File: config.mk
export PLATFORM = sky130hd
export DESIGN_NAME = hid_report_frame_splitter_unit
export DESIGN_NICKNAME = d
export VERILOG_FILES = /design/src/design/hrfs_pkg.sv /design/src/design/hid_report_frame_splitter_unit.sv /design/src/design/hrfs_ram.sv /design/src/design/hrfs_parser.sv /design/src/design/hrfs_emitter.sv
export SDC_FILE = /design/constraint.sdc
export NUM_CORES = 1
export LEC_CHECK = 0
export BUFFER_PORTS_ARGS = -buffer_cell sky130_fd_sc_hd__buf_2
export CORE_MARGIN = 1.5
export CORE_UTILIZATION = 56
export DETAILED_ROUTE_END_ITERATION = 8
export PLACE_DENSITY_LB_ADDON = 0.05
export SETUP_SLACK_MARGIN = 0.5
export SYNTH_ARGS = -nofsm -noshare
export SYNTH_HDL_FRONTEND = slang
export SYNTH_SLANG_ARGS = --single-unit
File: constraint.sdc
create_clock -name aclk -period 2.6 [get_ports aclk]
set_clock_uncertainty 0.1 [all_clocks]
set_input_delay 0.39 -clock aclk [delete_from_list [all_inputs] [get_ports aclk]]
set_output_delay 0.39 -clock aclk [all_outputs]
set_load 0.02 [all_outputs]
File: src/design/hrfs_pkg.sv
`default_nettype none

package hrfs_pkg;

    // Report buffer geometry.
    localparam int REPORT_BUFFER_DEPTH = 21;
    localparam int ADDR_W = $clog2(REPORT_BUFFER_DEPTH);
    localparam int LEN_W = 5;
    localparam int REM_W = 6;

    // Frame header.
    localparam logic [7:0] MAGIC_BYTE = 8'h57;
    localparam logic [7:0] GROUP_A = 8'h39;
    localparam logic [7:0] GROUP_B = 8'h4A;
    localparam logic [7:0] GROUP_C = 8'h5B;
    localparam logic [7:0] GROUP_D = 8'h6C;

    // Sub-packet lengths.
    localparam logic [REM_W-1:0] KBD_LEN = 6'd9;
    localparam logic [REM_W-1:0] CONS_LEN = 6'd5;
    localparam logic [REM_W-1:0] MOUSE_LEN = 6'd8;
    localparam logic [REM_W-1:0] TOUCH_LEN = 6'd21;
    localparam logic [REM_W-1:0] VSHORT_LEN = 6'd16;
    localparam logic [REM_W-1:0] VLONG_LEN = 6'd32;

    // Configuration register indexes.
    localparam int CFG_W = 3;
    localparam logic [CFG_W-1:0] CFG_KBD = 3'd0;
    localparam logic [CFG_W-1:0] CFG_CONS = 3'd1;
    localparam logic [CFG_W-1:0] CFG_MOUSE = 3'd2;
    localparam logic [CFG_W-1:0] CFG_TOUCH = 3'd3;
    localparam logic [CFG_W-1:0] CFG_VSHORT = 3'd4;
    localparam logic [CFG_W-1:0] CFG_VLONG = 3'd5;
    localparam logic [CFG_W-1:0] CFG_REST_A = 3'd6;
    localparam logic [CFG_W-1:0] CFG_REST_B = 3'd7;

    // Request from the parser to read out a completed report.
    typedef struct packed {
        logic             start;
        logic [LEN_W-1:0] len;
    } emit_req_t;

endpackage

`default_nettype wire

File: src/design/hid_report_frame_splitter_unit.sv
// Splits frames of raw bytes into complete HID reports.
// Input: one frame byte per request on s_tdata, with s_tlast on the final byte
// of the frame. Frames with a bad header are dropped; sub-packets after the
// header are classified by their type byte against the eight type registers.
// Output: one report byte per request on m_tdata, report id first, with m_tlast
// on the final byte of the report. Vendor packets are skipped, and a report cut
// short by the end of its frame is never emitted.
// Bytes are taken one per cycle while s_tready is high. Report bytes go into a
// 21-entry report buffer RAM; the byte that completes a report starts a readout
// of that RAM, one address per cycle while the receiver does not stall, and
// s_tready stays low while the RAM read port is busy with the report (5 to 21
// bytes). Report bytes pass through the RAM output register, then the output
// register, and follow one per cycle while m_tready is high. When the receiver
// stalls, the readout pauses with at most two bytes held, one in each register,
// and input stays blocked until the last address is read. Configuration
// registers are written through cfg_wr_en, cfg_addr and cfg_wr_data; the user
// must do so only while the block is idle, which the block does not enforce.
// Reset (aresetn low, synchronous) restores the default type codes, clears
// frame state and drops any report in flight; buffer contents are not cleared.
`default_nettype none

module hid_report_frame_splitter_unit (
    input  wire logic                       aclk,
    input  wire logic                       aresetn,
    input  wire logic                       cfg_wr_en,
    input  wire logic [hrfs_pkg::CFG_W-1:0] cfg_addr,
    input  wire logic [7:0]                 cfg_wr_data,
    input  wire logic                       s_tvalid,
    output logic                            s_tready,
    input  wire logic [7:0]                 s_tdata,   // [7:0] data_byte
    input  wire logic                       s_tlast,   // frame_end
    output logic                            m_tvalid,
    input  wire logic                       m_tready,
    output logic      [7:0]                 m_tdata,   // [7:0] report_byte
    output logic                            m_tlast    // report_last
);

    hrfs_pkg::emit_req_t         emit_req;
    logic                        busy;
    logic                        in_accept;
    logic                        wr_en;
    logic [hrfs_pkg::ADDR_W-1:0] wr_addr;
    logic [7:0]                  wr_data;
    logic                        rd_en;
    logic [hrfs_pkg::ADDR_W-1:0] rd_addr;
    logic [7:0]                  rd_data;

    assign s_tready  = !busy;
    assign in_accept = s_tvalid && s_tready;

    hrfs_parser u_parser (
        .aclk        (aclk),
        .aresetn     (aresetn),
        .cfg_wr_en   (cfg_wr_en),
        .cfg_addr    (cfg_addr),
        .cfg_wr_data (cfg_wr_data),
        .in_accept   (in_accept),
        .data_byte   (s_tdata),
        .frame_end   (s_tlast),
        .wr_en       (wr_en),
        .wr_addr     (wr_addr),
        .wr_data     (wr_data),
        .emit_req    (emit_req)
    );

    hrfs_ram #(
        .WIDTH (8),
        .DEPTH (hrfs_pkg::REPORT_BUFFER_DEPTH)
    ) u_report_ram (
        .aclk    (aclk),
        .wr_en   (wr_en),
        .wr_addr (wr_addr),
        .wr_data (wr_data),
        .rd_en   (rd_en),
        .rd_addr (rd_addr),
        .rd_data (rd_data)
    );

    hrfs_emitter u_emitter (
        .aclk     (aclk),
        .aresetn  (aresetn),
        .emit_req (emit_req),
        .busy     (busy),
        .rd_en    (rd_en),
        .rd_addr  (rd_addr),
        .rd_data  (rd_data),
        .m_tvalid (m_tvalid),
        .m_tready (m_tready),
        .m_tdata  (m_tdata),
        .m_tlast  (m_tlast)
    );

endmodule

`default_nettype wire

File: src/design/hrfs_ram.sv
`default_nettype none

module hrfs_ram #(
    parameter int WIDTH = 8,
    parameter int DEPTH = 21
) (
    input  wire logic                     aclk,
    input  wire logic                     wr_en,
    input  wire logic [$clog2(DEPTH)-1:0] wr_addr,
    input  wire logic [WIDTH-1:0]         wr_data,
    input  wire logic                     rd_en,
    input  wire logic [$clog2(DEPTH)-1:0] rd_addr,
    output logic      [WIDTH-1:0]         rd_data
);

    logic [WIDTH-1:0] mem [DEPTH];

    always_ff @(posedge aclk) begin
        if (wr_en) begin
            mem[wr_addr] <= wr_data;
        end
        if (rd_en) begin
            rd_data <= mem[rd_addr];
        end
    end

endmodule

`default_nettype wire

File: src/design/hrfs_parser.sv
`default_nettype none

module hrfs_parser (
    input  wire logic                         aclk,
    input  wire logic                         aresetn,
    input  wire logic                         cfg_wr_en,
    input  wire logic [hrfs_pkg::CFG_W-1:0]   cfg_addr,
    input  wire logic [7:0]                   cfg_wr_data,
    input  wire logic                         in_accept,
    input  wire logic [7:0]                   data_byte,
    input  wire logic                         frame_end,
    output logic                              wr_en,
    output logic      [hrfs_pkg::ADDR_W-1:0]  wr_addr,
    output logic      [7:0]                   wr_data,
    output hrfs_pkg::emit_req_t               emit_req
);

    logic [7:0] cfg_reg [8];

    logic [1:0]                 hdr_pos_reg, hdr_pos_next;
    logic                       halted_reg, halted_next;
    logic [hrfs_pkg::REM_W-1:0] remaining_reg, remaining_next;
    logic                       skipping_reg, skipping_next;
    logic [hrfs_pkg::LEN_W-1:0] rlen_reg, rlen_next;

    logic                       group_ok;
    logic [hrfs_pkg::REM_W-1:0] type_len;
    logic                       type_skip;
    logic [hrfs_pkg::REM_W-1:0] body_idx;

    always_ff @(posedge aclk) begin
        if (!aresetn) begin
            cfg_reg[hrfs_pkg::CFG_KBD]    <= 8'd1;
            cfg_reg[hrfs_pkg::CFG_CONS]   <= 8'd2;
            cfg_reg[hrfs_pkg::CFG_MOUSE]  <= 8'd3;
            cfg_reg[hrfs_pkg::CFG_TOUCH]  <= 8'd4;
            cfg_reg[hrfs_pkg::CFG_VSHORT] <= 8'd5;
            cfg_reg[hrfs_pkg::CFG_VLONG]  <= 8'd6;
            cfg_reg[hrfs_pkg::CFG_REST_A] <= 8'd7;
            cfg_reg[hrfs_pkg::CFG_REST_B] <= 8'd8;
        end else if (cfg_wr_en) begin
            cfg_reg[cfg_addr] <= cfg_wr_data;
        end
    end

    always_comb begin
        group_ok = (data_byte == hrfs_pkg::GROUP_A) || (data_byte == hrfs_pkg::GROUP_B) ||
                   (data_byte == hrfs_pkg::GROUP_C) || (data_byte == hrfs_pkg::GROUP_D);

        // The first matching register wins. Rest-of-frame codes and unknown
        // codes both leave the length at zero, which halts the frame.
        type_len  = '0;
        type_skip = 1'b0;
        if (data_byte == cfg_reg[hrfs_pkg::CFG_KBD]) begin
            type_len = hrfs_pkg::KBD_LEN;
        end else if (data_byte == cfg_reg[hrfs_pkg::CFG_CONS]) begin
            type_len = hrfs_pkg::CONS_LEN;
        end else if (data_byte == cfg_reg[hrfs_pkg::CFG_MOUSE]) begin
            type_len = hrfs_pkg::MOUSE_LEN;
        end else if (data_byte == cfg_reg[hrfs_pkg::CFG_TOUCH]) begin
            type_len = hrfs_pkg::TOUCH_LEN;
        end else if (data_byte == cfg_reg[hrfs_pkg::CFG_VSHORT]) begin
            type_len  = hrfs_pkg::VSHORT_LEN;
            type_skip = 1'b1;
        end else if (data_byte == cfg_reg[hrfs_pkg::CFG_VLONG]) begin
            type_len  = hrfs_pkg::VLONG_LEN;
            type_skip = 1'b1;
        end else if (data_byte == cfg_reg[hrfs_pkg::CFG_REST_A] ||
                     data_byte == cfg_reg[hrfs_pkg::CFG_REST_B]) begin
            type_len = '0;
        end

        body_idx = {1'b0, rlen_reg} - remaining_reg;

        hdr_pos_next   = hdr_pos_reg;
        halted_next    = halted_reg;
        remaining_next = remaining_reg;
        skipping_next  = skipping_reg;
        rlen_next      = rlen_reg;
        wr_en          = 1'b0;
        wr_addr        = '0;
        wr_data        = data_byte;
        emit_req.start = 1'b0;
        emit_req.len   = rlen_reg;

        if (in_accept) begin
            if (halted_reg) begin
                halted_next = 1'b1;
            end else if (hdr_pos_reg != 2'd3) begin
                if (hdr_pos_reg == 2'd0 && data_byte != hrfs_pkg::MAGIC_BYTE) begin
                    halted_next = 1'b1;
                end else if (hdr_pos_reg == 2'd2 && !group_ok) begin
                    halted_next = 1'b1;
                end
                hdr_pos_next = hdr_pos_reg + 2'd1;
            end else if (remaining_reg == '0) begin
                if (type_len == '0) begin
                    halted_next = 1'b1;
                end else begin
                    skipping_next  = type_skip;
                    remaining_next = type_len - 6'd1;
                    if (!type_skip) begin
                        rlen_next = type_len[hrfs_pkg::LEN_W-1:0];
                        wr_en     = 1'b1;
                    end
                end
            end else if (skipping_reg) begin
                remaining_next = remaining_reg - 6'd1;
                if (remaining_reg == 6'd1) begin
                    skipping_next = 1'b0;
                end
            end else begin
                wr_en          = 1'b1;
                wr_addr        = body_idx[hrfs_pkg::ADDR_W-1:0];
                remaining_next = remaining_reg - 6'd1;
                emit_req.start = (remaining_reg == 6'd1);
            end

            if (frame_end) begin
                hdr_pos_next   = 2'd0;
                halted_next    = 1'b0;
                remaining_next = '0;
                skipping_next  = 1'b0;
            end
        end
    end

    always_ff @(posedge aclk) begin
        if (!aresetn) begin
            hdr_pos_reg   <= 2'd0;
            halted_reg    <= 1'b0;
            remaining_reg <= '0;
            skipping_reg  <= 1'b0;
            rlen_reg      <= '0;
        end else begin
            hdr_pos_reg   <= hdr_pos_next;
            halted_reg    <= halted_next;
            remaining_reg <= remaining_next;
            skipping_reg  <= skipping_next;
            rlen_reg      <= rlen_next;
        end
    end

endmodule

`default_nettype wire

File: src/design/hrfs_emitter.sv
`default_nettype none

module hrfs_emitter (
    input  wire logic                        aclk,
    input  wire logic                        aresetn,
    input  wire hrfs_pkg::emit_req_t         emit_req,
    output logic                             busy,
    output logic                             rd_en,
    output logic     [hrfs_pkg::ADDR_W-1:0]  rd_addr,
    input  wire logic [7:0]                  rd_data,
    output logic                             m_tvalid,
    input  wire logic                        m_tready,
    output logic     [7:0]                   m_tdata,
    output logic                             m_tlast
);

    logic                        reading_reg, reading_next;
    logic [hrfs_pkg::ADDR_W-1:0] addr_reg, addr_next;
    logic [hrfs_pkg::LEN_W-1:0]  len_reg, len_next;
    logic                        ram_valid_reg, ram_valid_next;
    logic                        pend_last_reg, pend_last_next;
    logic                        out_valid_reg, out_valid_next;
    logic [7:0]                  out_data_reg, out_data_next;
    logic                        out_last_reg, out_last_next;

    logic                        out_free;
    logic                        at_last;

    always_comb begin
        out_free = !out_valid_reg || m_tready;
        at_last  = (addr_reg == len_reg - 5'd1);

        // A new read may overwrite the RAM output register only when its
        // current byte is absent or moves into the output register now.
        rd_en   = reading_reg && (!ram_valid_reg || out_free);
        rd_addr = addr_reg;

        reading_next   = reading_reg;
        addr_next      = addr_reg;
        len_next       = len_reg;
        pend_last_next = pend_last_reg;
        ram_valid_next = rd_en || (ram_valid_reg && !out_free);
        out_valid_next = out_valid_reg;
        out_data_next  = out_data_reg;
        out_last_next  = out_last_reg;

        if (emit_req.start) begin
            reading_next = 1'b1;
            addr_next    = '0;
            len_next     = emit_req.len;
        end else if (rd_en) begin
            addr_next      = addr_reg + hrfs_pkg::ADDR_W'(1);
            pend_last_next = at_last;
            if (at_last) begin
                reading_next = 1'b0;
            end
        end

        if (ram_valid_reg && out_free) begin
            out_valid_next = 1'b1;
            out_data_next  = rd_data;
            out_last_next  = pend_last_reg;
        end else if (m_tready) begin
            out_valid_next = 1'b0;
        end
    end

    always_ff @(posedge aclk) begin
        if (!aresetn) begin
            reading_reg   <= 1'b0;
            ram_valid_reg <= 1'b0;
            out_valid_reg <= 1'b0;
        end else begin
            reading_reg   <= reading_next;
            ram_valid_reg <= ram_valid_next;
            out_valid_reg <= out_valid_next;
        end
        addr_reg      <= addr_next;
        len_reg       <= len_next;
        pend_last_reg <= pend_last_next;
        out_data_reg  <= out_data_next;
        out_last_reg  <= out_last_next;
    end

    assign busy     = reading_reg;
    assign m_tvalid = out_valid_reg;
    assign m_tdata  = out_data_reg;
    assign m_tlast  = out_last_reg;

endmodule

`default_nettype wire
==> results.toml <==
[outcome]
status = "finished, final reports clean"

[layout]
most_common_cell_after_layout_fill_and_taps_aside = "edfxtp_1"
ff_latch_area_um2 = 7610
post-route-util_pct = 72.1
multi_input_combinational_cell_area_um2 = 3740
nFillCells = 1239
leading_cell_types_in_the_layout_fill_and_taps_excluded = "edfxtp_1, buf_4, mux4_2"
final_cell_count_no_fill = 1108
fraction_of_layout_instances_using_a_drive_strength_above_1_pct = 38.1
areaGrowthSynthToFinish_pct = 26.6
largest_reg_flops = 168
final_net_count = 858

[sta]
worst_case_hold_slack_ns = 0.101
max_freq_ghz = 0.403
setup_viol = 0
fin_crit_ns = 2.48
post_route_clock_period_utilization_pct = 95.3
rsz0062_at_grt = "true"
worst_slew_margin_rel_pct = 59.2
max_slew.worst_pin.slew_ns = 0.610
timing_max_transition_violations_final = 0
hold_violations = 0

[worst_setup_path]
worst-path-buf-inv = 2
crit_cells = 8
timing.critical_path.cells = "xor2_1 > nor4_2 > buf_4 > nand2_2 > nor3b_4 > a221o_2 > buf_12 > nor2_4"
critPathCaptureType = "flip-flop"
critPathTopFamily = "simple AND/OR/NAND/NOR gates"
crit_path_max_incr_delay_ns = 0.41
timing.critical_path.fanout_max = 8
crit-reg2reg-launch = "u_parser.cfg_reg[3][0]"
setup.worst_path.start_class = "flip-flop"
ff2ff_path_depth = 8
critical_path.slowest_cell = "edfxtp_1"
worst_setup_startpoint = "u_parser.cfg_reg[3][0]"
crit_arrival_ns = 2.60
setup.worst_path.end = "u_report_ram.mem[12][4]"
ff2ff_setup_slack_ns = 0.12
crit_type = "flip-flop to flip-flop"
required_ns = 2.72
worstReg2RegEnd = "u_report_ram.mem[12][4]"

[synthesis]
synth-edff-count = 238
synthCells = 676
synth_area_um2 = 11100
yosys.cell_types.count = 56
syn_nets = 713
synth_top_flop_cell = "edfxtp_1"
synth-seq-area-share_pct = 68.6
synth_async_sr_flop_share_pct = 0
syn_area_per_cell_um2 = 16.4
synth_register_bits = 260
synthesis.yosys.warnings = 0

[cts]
clock_tree.buffer_depth = 3
cts.reportedPaths.clkPinSlew_ns = 0.06
clockRootBuffer = "clkbuf_16"
holdBufCountCts = 0
tritoncts = "done"
worstSkewPairLatency_ns = 0.54
ctsHtreeMaxLevel = 1
tritoncts.num_buffers = 27
cts.sinks = 260

[floorplanning]
die_outline_area_um2 = 20600
row_count = 51
die_h_um = 143
die-width_um = 143
core-area_um2 = 19400
initial_utilization_pct = 57.0
top_level_ports = 36

[job]
cap_violations = 0

[global_routing]
vias_in_the_first_global_route = 6397
grt_start_max_net_pins = 25
grt_antenna_before_repair = 1
grt_overflow = 0
grtUsageTotal_pct = 25.3
global_route_wire_length_before_repair_mm = 37.5

[routing]
drt-initial-drc-count = 462
routed_via_density = 5.80
wl_met1_mm = 10.6
drtPass1Iterations = 5
highest-signal-layer = "met4"
route.final.wire_length_mm = 25.4
routed_wire_length_per_instance_um = 22.9
dr_vias = 6428
met2WireLength_mm = 12.5
met3_wirelength_mm = 1.62
remaining_drc_errors = 0
ant_nets = 0

[place]
io_buffers = 35
hpwlAfterDp_mm = 16.6
place.detailed.instances = 1024
place.gp.congestion = 0.884

[pwr]
total_power_mw = 8.96
power.density_cell_area_nw_per_um2 = 641
vdd_ir_drop_max_mv = 0.534
power.static_leakage_nw = 4.75

[min_path]
hp-class = "input port to flip-flop"
## synth_stat cells (all sizes together), types with 9 or more instances
cell type	n	area share [%]
and2	43	2.5
or3	9	0.51
xnor2	25	2.0
inv	16	0.54
edfxtp	238	65
a21oi	18	0.92
nand2	23	0.78
buf	18	1.0
nor2	50	1.7
ha	12	1.4
mux4	48	9.8
dfxtp	22	4.0
nor4	10	0.62
xor2	36	2.9
mux2i	9	0.82
## per-stage QoR
step                area, µm²  setup slack, ns  setup TNS (ns)
floorplan               11300            0.229               0
global placement        12200          -0.0155          -0.234
CTS                     13600           0.0750               0
detailed placement      12200           -0.113           -4.51
finish                  14000            0.122               0
global route            14000           0.0418               0
## where the power goes
group          total, mW  switching (mW)  leakage [nW]  internal (mW)
registers           4.62          0.0271          2.37           4.60
logic              0.315           0.192          1.92          0.123
clock network       4.02            1.56         0.463           2.46
## layer usage
metal,GRT usage (%),vias up
met4,7.52,0
met2,41.2,238
met3,5.00,44
met5,0,-
li1,-,2890
met1,34.9,3256
## worst min path at each step
| stage | from | end | slack [ns] | cells past startpoint |
|---|---|---|---|---|
| after global routing | s_tdata[2] | u_report_ram.mem[0][2] | 0.10 | 1 |
| after detailed placement | u_report_ram.rd_data[3] | u_emitter.m_tdata[3] | 0.31 | 0 |
| final | cfg_wr_data[2] | u_parser.cfg_reg[4][2] | 0.10 | 2 |
| after CTS | cfg_wr_data[2] | u_parser.cfg_reg[4][2] | 0.09 | 2 |
| after global placement | u_report_ram.rd_data[6] | u_emitter.m_tdata[6] | 0.30 | 0 |
| after floorplan | u_report_ram.rd_data[0] | u_emitter.m_tdata[0] | 0.30 | 0 |
## what timing repair did
action	4_1_cts	5_1_grt
resized for setup	58	57
pin swaps	20	35
hold endpoints to repair	0	0
gates cloned	2	0
endpoints found under the setup margin	193	197
setup buffers	21	10
## cell type report
cell class | count | share of cell area (%)
clock inverters | 16 | 1.53
repair buffers | 142 | 9.28
clock buffers | 34 | 5.16
diodes | 1 | 0.0179
well taps | 265 | 2.37
flip-flops and latches | 260 | 54.4
inverters | 16 | 0.465
multi-input cells | 374 | 26.7
## cell families after synthesis
family / count (synthesis) / share of synthesized area, %
flops: 260 / 68.6
simple gates: 185 / 9.03
xor+xnor: 61 / 4.83
compound gates: 59 / 3.71
mux: 57 / 10.6
buf+inv: 42 / 1.82
fa+ha+maj: 12 / 1.36
No activity file was read; power rests on OpenSTA's default activity.
